`config.mk`:
```
export PLATFORM = sky130hd
export DESIGN_NAME = static_linked_list_engine_core
export DESIGN_NICKNAME = d
export VERILOG_FILES = /design/src/rtl/slle_pkg.sv /design/src/rtl/slle_ram.sv /design/src/rtl/static_linked_list_engine_core.sv
export VERILOG_INCLUDE_DIRS = /design/src /design/src/rtl
export SDC_FILE = /design/constraint.sdc
export NUM_CORES = 1
export LEC_CHECK = 0
export BUFFER_PORTS_ARGS = -buffer_cell sky130_fd_sc_hd__buf_4
export CAP_MARGIN = 20
export CORE_MARGIN = 2
export CORE_UTILIZATION = 26
export DETAILED_ROUTE_END_ITERATION = 7
export SYNTH_ARGS = -nofsm -noshare
export SYNTH_HDL_FRONTEND = slang
export SYNTH_SLANG_ARGS = --single-unit
```
`constraint.sdc`:
```
create_clock -name i_clk -period 3.5 [get_ports i_clk]
set_clock_uncertainty 0.1 [all_clocks]
set_input_delay 0.35 -clock i_clk [delete_from_list [all_inputs] [get_ports i_clk]]
set_output_delay 0.35 -clock i_clk [all_outputs]
set_load 0.02 [all_outputs]
```
`src/rtl/assert_macros.svh`:
```
// assertion helpers for the linked list engine
`ifndef ASSERT_MACROS_SVH
`define ASSERT_MACROS_SVH

// generic clocked assertion with active-low reset
`define SLLE_ASSERT_IMPL(lbl, clk, rst_n, prop, msg) \
    lbl: assert property (@(posedge clk) disable iff (!rst_n) prop) else $error(msg);

// assertion on the block clock and reset
`define SLLE_ASSERT(lbl, prop, msg) `SLLE_ASSERT_IMPL(lbl, i_clk, i_rst_n, prop, msg)

`endif

```
`src/rtl/slle_pkg.sv`:
```
package slle_pkg;

    localparam int SLOTS_DEF = 8;

    typedef logic [1:0]         t_status;
    typedef logic signed [31:0] t_word;
    typedef logic [3:0]         t_pos;

    localparam t_status ST_OK     = 2'd0;
    localparam t_status ST_FULL   = 2'd1;
    localparam t_status ST_BADPOS = 2'd2;

    localparam logic ACT_INSERT = 1'b0;
    localparam logic ACT_DELETE = 1'b1;

endpackage

```
`src/rtl/slle_ram.sv`:
```
module slle_ram #(
    parameter int WIDTH = 32,
    parameter int DEPTH = 8
) (
    input  logic                     i_clk,
    input  logic                     i_we,
    input  logic [$clog2(DEPTH)-1:0] i_waddr,
    input  logic [WIDTH-1:0]         i_wdata,
    input  logic [$clog2(DEPTH)-1:0] i_raddr,
    output logic [WIDTH-1:0]         o_rdata
);

    logic [WIDTH-1:0] r_mem [DEPTH];
    logic [WIDTH-1:0] r_rdata;

    always_ff @(posedge i_clk) begin
        if (i_we) begin
            r_mem[i_waddr] <= i_wdata;
        end
        r_rdata <= r_mem[i_raddr];
    end

    assign o_rdata = r_rdata;

endmodule

```
`src/rtl/static_linked_list_engine_core.sv`:
```
// channel   signals                                      direction
// input     i_valid o_ready i_action i_position i_value  in
// output    o_valid i_ready o_status o_removed_value     out
//           o_element_count
//
// one word at a time; ready only while idle; reset empties the list at once
// insert: accept, scan for the lowest free slot, walk the links to the position,
//   write the new slot, and past position 1 also relink the slot before it, result
// delete: accept, walk the links, read the slot, unlink it, result; rejected words (full
//   or bad position) go straight to the result; link walk is bound by the registered
//   read port; a stalled result holds the engine in the result state of the next word
`include "assert_macros.svh"

module static_linked_list_engine_core #(
    parameter int SLOTS = slle_pkg::SLOTS_DEF
) (
    input  logic              i_clk,
    input  logic              i_rst_n,
    input  logic              i_valid,
    output logic              o_ready,
    input  logic              i_action,
    input  slle_pkg::t_pos    i_position,
    input  slle_pkg::t_word   i_value,
    output logic              o_valid,
    input  logic              i_ready,
    output slle_pkg::t_status o_status,
    output slle_pkg::t_word   o_removed_value,
    output slle_pkg::t_pos    o_element_count
);

    import slle_pkg::*;

    localparam int SW   = $clog2(SLOTS);
    localparam int LW   = $clog2(SLOTS + 1);
    localparam int CW   = LW;
    localparam int CMPW = ((CW > 4) ? CW : 4) + 1;

    localparam logic [3:0] S_IDLE   = 4'd0;
    localparam logic [3:0] S_SCAN   = 4'd1;
    localparam logic [3:0] S_WALK   = 4'd2;
    localparam logic [3:0] S_WAIT   = 4'd3;
    localparam logic [3:0] S_INS1   = 4'd4;
    localparam logic [3:0] S_INS2   = 4'd5;
    localparam logic [3:0] S_DEL_RD = 4'd6;
    localparam logic [3:0] S_DEL_WR = 4'd7;
    localparam logic [3:0] S_DONE   = 4'd8;

    logic [3:0]       r_state, n_state;
    logic [SLOTS-1:0] r_used, n_used;
    logic [LW-1:0]    r_first, n_first;
    logic [CW-1:0]    r_count, n_count;
    logic             r_act, n_act;
    logic             r_pos1, n_pos1;
    logic [3:0]       r_left, n_left;
    logic [LW-1:0]    r_cur, n_cur;
    logic [LW-1:0]    r_prev, n_prev;
    logic [SW-1:0]    r_scan, n_scan;
    logic [SW-1:0]    r_free, n_free;
    t_word            r_val, n_val;
    t_status          r_status, n_status;
    t_word            r_removed, n_removed;
    logic             r_out_valid, n_out_valid;
    t_status          r_ostat, n_ostat;
    t_word            r_orem, n_orem;
    logic [3:0]       r_ocnt, n_ocnt;

    logic             w_link_we;
    logic [SW-1:0]    w_link_waddr;
    logic [LW-1:0]    w_link_wdata;
    logic [SW-1:0]    w_raddr;
    logic [LW-1:0]    w_link_rdata;
    logic             w_val_we;
    t_word            w_val_rdata;

    logic [CMPW-1:0]  w_pos_ext;
    logic [CMPW-1:0]  w_cnt_ext;
    logic [CW+3:0]    w_cnt_wide;

    assign w_pos_ext  = CMPW'(i_position);
    assign w_cnt_ext  = CMPW'(r_count);
    assign w_cnt_wide = {4'b0000, r_count};

    slle_ram #(
        .WIDTH (LW),
        .DEPTH (SLOTS)
    ) u_link_ram (
        .i_clk   (i_clk),
        .i_we    (w_link_we),
        .i_waddr (w_link_waddr),
        .i_wdata (w_link_wdata),
        .i_raddr (w_raddr),
        .o_rdata (w_link_rdata)
    );

    slle_ram #(
        .WIDTH (32),
        .DEPTH (SLOTS)
    ) u_value_ram (
        .i_clk   (i_clk),
        .i_we    (w_val_we),
        .i_waddr (r_free),
        .i_wdata (r_val),
        .i_raddr (w_raddr),
        .o_rdata (w_val_rdata)
    );

    always_comb begin
        n_state     = r_state;
        n_used      = r_used;
        n_first     = r_first;
        n_count     = r_count;
        n_act       = r_act;
        n_pos1      = r_pos1;
        n_left      = r_left;
        n_cur       = r_cur;
        n_prev      = r_prev;
        n_scan      = r_scan;
        n_free      = r_free;
        n_val       = r_val;
        n_status    = r_status;
        n_removed   = r_removed;
        n_out_valid = r_out_valid;
        n_ostat     = r_ostat;
        n_orem      = r_orem;
        n_ocnt      = r_ocnt;
        w_link_we    = 1'b0;
        w_link_waddr = r_free;
        w_link_wdata = r_cur;
        w_raddr      = r_cur[SW-1:0];
        w_val_we     = 1'b0;

        if (r_out_valid && i_ready) begin
            n_out_valid = 1'b0;
        end

        case (r_state)
            S_IDLE: begin
                if (i_valid) begin
                    n_act     = i_action;
                    n_val     = i_value;
                    n_pos1    = (i_position == 4'd1);
                    n_left    = i_position - 4'd1;
                    n_cur     = r_first;
                    n_scan    = '0;
                    n_status  = ST_OK;
                    n_removed = '0;
                    if (i_action == ACT_INSERT) begin
                        if (w_cnt_ext >= CMPW'(SLOTS)) begin
                            n_status = ST_FULL;
                            n_state  = S_DONE;
                        end else if (i_position == 4'd0 || w_pos_ext > w_cnt_ext + 1'b1) begin
                            n_status = ST_BADPOS;
                            n_state  = S_DONE;
                        end else begin
                            n_state = S_SCAN;
                        end
                    end else begin
                        if (i_position == 4'd0 || w_pos_ext > w_cnt_ext) begin
                            n_status = ST_BADPOS;
                            n_state  = S_DONE;
                        end else begin
                            n_state = S_WALK;
                        end
                    end
                end
            end
            S_SCAN: begin
                if (!r_used[r_scan]) begin
                    n_free  = r_scan;
                    n_state = S_WALK;
                end else begin
                    n_scan = r_scan + 1'b1;
                end
            end
            S_WALK: begin
                if (r_left == 4'd0) begin
                    n_state = (r_act == ACT_DELETE) ? S_DEL_RD : S_INS1;
                end else begin
                    n_state = S_WAIT;
                end
            end
            S_WAIT: begin
                n_prev  = r_cur;
                n_cur   = w_link_rdata;
                n_left  = r_left - 4'd1;
                n_state = S_WALK;
            end
            S_INS1: begin
                w_link_we    = 1'b1;
                w_link_waddr = r_free;
                w_link_wdata = r_cur;
                w_val_we     = 1'b1;
                n_used[r_free] = 1'b1;
                n_count = r_count + 1'b1;
                if (r_pos1) begin
                    n_first = LW'(r_free);
                    n_state = S_DONE;
                end else begin
                    n_state = S_INS2;
                end
            end
            S_INS2: begin
                w_link_we    = 1'b1;
                w_link_waddr = r_prev[SW-1:0];
                w_link_wdata = LW'(r_free);
                n_state      = S_DONE;
            end
            S_DEL_RD: begin
                n_state = S_DEL_WR;
            end
            S_DEL_WR: begin
                n_removed = w_val_rdata;
                if (r_pos1) begin
                    n_first = w_link_rdata;
                end else begin
                    w_link_we    = 1'b1;
                    w_link_waddr = r_prev[SW-1:0];
                    w_link_wdata = w_link_rdata;
                end
                n_used[r_cur[SW-1:0]] = 1'b0;
                n_count = r_count - 1'b1;
                n_state = S_DONE;
            end
            S_DONE: begin
                if (!r_out_valid || i_ready) begin
                    n_out_valid = 1'b1;
                    n_ostat     = r_status;
                    n_orem      = r_removed;
                    n_ocnt      = w_cnt_wide[3:0];
                    n_state     = S_IDLE;
                end
            end
            default: begin
                n_state = S_IDLE;
            end
        endcase
    end

    always_ff @(posedge i_clk) begin
        if (!i_rst_n) begin
            r_state     <= S_IDLE;
            r_used      <= '0;
            r_first     <= LW'(SLOTS);
            r_count     <= '0;
            r_out_valid <= 1'b0;
        end else begin
            r_state     <= n_state;
            r_used      <= n_used;
            r_first     <= n_first;
            r_count     <= n_count;
            r_out_valid <= n_out_valid;
        end
        r_act     <= n_act;
        r_pos1    <= n_pos1;
        r_left    <= n_left;
        r_cur     <= n_cur;
        r_prev    <= n_prev;
        r_scan    <= n_scan;
        r_free    <= n_free;
        r_val     <= n_val;
        r_status  <= n_status;
        r_removed <= n_removed;
        r_ostat   <= n_ostat;
        r_orem    <= n_orem;
        r_ocnt    <= n_ocnt;
    end

    assign o_ready         = (r_state == S_IDLE);
    assign o_valid         = r_out_valid;
    assign o_status        = r_ostat;
    assign o_removed_value = r_orem;
    assign o_element_count = r_ocnt;

    `SLLE_ASSERT(a_cnt_used, $countones(r_used) == int'(r_count), "count differs from used slots")
    `SLLE_ASSERT(a_empty_head, (r_count == '0) |-> (r_first == LW'(SLOTS)), "empty list has a head")
    `SLLE_ASSERT(a_ins_count, (r_state == S_INS1) |=> (r_count == $past(r_count) + 1'b1), "insert count")
    `SLLE_ASSERT(a_accept_busy, (i_valid && o_ready) |=> (r_state != S_IDLE), "idle after accept")

endmodule
```
==> results.yml <==
outcome:
  run_status: "complete, no violations"
grt:
  total_congestion_overflow: 0
  first_global_vias: 9483
  grt_antenna_before_repair: 3
  grt.total_usage_pct: 11.29
  grt_start_max_net_pins: 67
  grt_first_pass_wirelength_um: 58800
clock_network:
  cts_htree_levels: 2
  clock_sink_count: 457
  root_buffer: "clkbuf_16"
  ctsHoldBuffers: 34
  worst_skew_late_latency_ns: 0.57
  cts_buffer_depth: 3
  number_of_gates_resized_after_cts: 0
  cts_buffers: 45
  post_cts.repair.setup_buffers: 0
  tritoncts: "built"
  clock_transition_at_the_registers_of_the_reported_paths_ns: 0.07
route:
  remaining_drc_errors: 0
  vias_per_cell: 4.478
  drt_wl_total_um: 38520
  detail-route-antenna-nets: 0
  dr.first_iter.drc_count: 741
  detailed_routing_iteration_count_for_the_pre_antenna_repair_pass: 5
  route.detailed.wl_per_inst_um: 18.62
  dr_total_vias: 9266
power:
  power.internal_w: 0.009553
  net_switching_component_of_the_power_w: 0.002799
  clkPwrFrac_pct: 41.7
  power_switching_share_pct: 22.66
  power-per-cell-area_nw_per_um2: 593.2
  max_ir_drop_vdd_mv: 0.3765
  power.combinational.fraction_pct: 6.6
  post-layout-total-power_w: 0.01235
  leakagePower_nw: 7.135
  power_frac_seq_pct: 51.7
worst_setup_path:
  r2r_setup_slack_ns: 0.71
  timing.critical_path.from_type: "flip-flop"
  worstReg2RegEnd: "r_count[3]"
  worst_ep_arrival_time_ns: 3.19
  crit_chain: "and3b_1 -> nand2_1 -> inv_1 -> ha_1 -> a21o_1 -> a21oi_1 -> mux2i_1 -> or3_1 -> a21boi_0"
  worst_setup_path_end_kind: "flip-flop"
  timing.setup.critical_path_class: "flip-flop to flip-flop"
  timing.critical_path.slowest_stage_cell: "dfxtp_1"
  critical_path_required_ns: 3.90
  critical_path.max_fanout: 15
  ff2ff_path_depth: 9
  reg2reg_from: "r_state[0]"
  slowest_delay_ns: 0.59
logic_synthesis:
  synth_nets: 1084
  synth-simple-area-share_pct: 6.738
  combinational_family_with_the_most_area_after_synthesis: "compound AO/OA/AOI/OAI gates"
  ys_seq_area_share_pct: 77.02
  number_of_enable_type_register_cells_in_the_synthesized_netlist: 402
  synth_compound_gate_area_share_pct: 7.199
  synth.avg_cell_area_um2: 16.67
  synth_adder_area_share_pct: 1.288
  mapped_cell_area_um2: 17100
  dominantRegCellSynth: "edfxtp_1"
  postSynth.asyncResetShare_pct: 0
  synth.lib_cells_used.distinct: 63
  netlist_instances: 1026
  muxShareOfSynthArea_pct: 5.487
  synth.ff_latch_count: 457
  xor_xnor_share_of_the_synthesized_area_pct: 0.4609
  synth_warnings: 0
floorplan:
  starting_density_of_the_core_pct: 26.15
  die-width_um: 260.5
  fp.dieH_um: 260.5
  io_pins: 81
  die_area_um2: 67850
  row_count: 94
  core_area_um2: 65390
cells_and_area:
  final_layout_size_suffix_gt1_share_pct: 20.45
  area_growth_syn_to_layout_pct: 21.76
  finish.net_count: 1225
  fillers: 6401
min_path:
  hold_path.startpoint: "i_position[3]"
  worst_hold_path_type: "primary input to flip-flop"
  endpoint_of_the_worst_hold_timing_path: "r_pos1"
  min_path_cells: 2
timing:
  finalSetupViolCount: 0
  maxClockFrequency_mhz: 358.4
  drv_slew: 0
  rsz0062_at_grt: "no"
  min_period_ns: 2.790
  setup_tns_ns: 0
  worst_hold_slack_ns: 0.02186
  timing_hold_violations_final: 0
  worstMarginPinSlew_ns: 0.9192
  relSlewSlack_pct: 38.49
  layout_worst_path_cycle_share_pct: 79.72
job:
  max-cap-violations: 0
placed_design:
  hpwlAfterDp_um: 23720
  globalplace.congestion: 0.8166
  port_bufs: 80
-- registers in the layout (all words and copies together) (netlist names) --
name and flops:
o_element_count 4, o_removed_value 32, o_status 2, o_valid 1
r_act 1, r_count 4, r_cur 3, r_first 3
r_free 3, r_left 4, r_pos1 1, r_prev 3
r_removed 32, r_scan 3, r_state 4, r_status 2
r_used 8, r_val 32, u_link_ram.o_rdata 3, u_link_ram.r_mem 24
u_value_ram.o_rdata 32, u_value_ram.r_mem 256
-- area by class of cell --
type | instances | area (µm²) | share of cell area (%)
diodes | 2 | 5.005 | 0.02403
clock buffers | 49 | 1151 | 5.528
clock inverters | 34 | 447.9 | 2.151
inverters | 19 | 71.32 | 0.3425
multi-input cells | 499 | 3696 | 17.75
flip-flops and latches | 457 | 13170 | 63.26
well taps | 864 | 1081 | 5.191
repair buffers | 145 | 1199 | 5.756
-- power by group through the flow --
stage	sequential, W	combinational [W]	clock (W)
after floorplan	0.00645	0.000459	0
after global placement	0.00650	0.000781	0
after detailed placement	0.00651	0.000793	0
after CTS	0.00639	0.000830	0.00526
after global routing	0.00641	0.000887	0.00547
final	0.00639	0.000817	0.00515
-- cells by family after synthesis --
logic type | after synthesis
flip-flops | 457
AND/OR/NAND/NOR | 225
AO/OA/AOI/OAI | 176
multiplexers | 72
buffers and inverters | 70
adder cells (fa/ha/maj) | 17
XOR/XNOR | 9
-- critical path, delay by kind of cell (launching register included) --
kind	cells	cell delay (ns)
simple gates	3	0.66
flops	1	0.59
compound gates	3	0.52
buf+inv	1	0.42
fa+ha+maj	1	0.33
mux	1	0.10
-- stage by stage --
stage	instances	worst slack, ns	cell area, µm²	util (%)
2_1_floorplan	1026	0.3143	17110	-
3_3_place_gp	1950	0.7103	18880	28.87
3_5_place_dp	1950	0.7474	18880	28.87
4_1_cts	2067	0.7187	20820	31.84
5_1_grt	2069	0.4536	20820	31.84
6_report	2069	0.7098	20820	31.84
-- Yosys cell counts, drive strengths merged (4+ instances only) --
library cell,count,area (µm²)
nand2,64,247.7
a21oi,40,200.2
mux2,28,315.3
mux2i,30,300.3
ha,16,200.2
buf,28,151.4
o21a,4,30.03
inv,19,71.32
o21ai,23,115.1
mux4,14,322.8
nor3b,5,37.54
and3,33,206.5
dfxtp,55,1101
xnor2,7,61.31
a22o,6,52.55
nand2b,8,50.05
o22ai,5,31.28
nor2,62,235.2
edfxtp,402,12070
a221oi,10,87.58
a31oi,9,56.30
and2,10,62.56
nor2b,13,81.33
a221o,12,120.1
nor3,9,50.05
clkbuf,23,86.33
o211a,4,40.04
a211oi,8,60.06
a22oi,33,252.7
nand3,9,50.05
-- metal layers --
metal,track usage [%],vias up,wire [µm]
met4,3.317,2,840
li1,-,4261,-
met3,1.797,55,2046
met5,0,-,16
met2,19.03,264,18510
met1,14.99,4684,17110
-- worst max path at each step --
stage	startpoint	endpoint	slack (ns)	cells after the start
2_1_floorplan	r_state[1]	o_element_count[0]	0.31	3
3_3_place_gp	r_state[0]	r_count[3]	0.71	9
3_5_place_dp	r_state[0]	r_count[3]	0.75	9
4_1_cts	r_state[0]	r_count[3]	0.72	9
5_1_grt	r_state[2]	r_count[3]	0.45	9
6_report	r_state[0]	r_count[3]	0.71	9
-- cells in the final DEF, fill, tap and decap left out, types with 12 or more instances in the layout --
| cell | Yosys | final |
|---|---|---|
| dlygate4sd3_1 | 0 | 34 |
| edfxtp_1 | 402 | 402 |
| mux2_2 | 28 | 28 |
| nor2b_1 | 13 | 12 |
| a22oi_1 | 32 | 32 |
| a21oi_1 | 40 | 40 |
| mux4_2 | 12 | 12 |
| mux2i_1 | 30 | 30 |
| ha_1 | 16 | 16 |
| o21ai_0 | 23 | 23 |
| dfxtp_1 | 55 | 55 |
| inv_1 | 19 | 18 |
| clkbuf_16 | 0 | 45 |
| nor2_1 | 61 | 55 |
| a221o_1 | 12 | 12 |
| buf_4 | 5 | 109 |
| nand2_1 | 63 | 63 |
| and3_1 | 33 | 33 |
No activity file was read; power rests on OpenSTA's default activity.
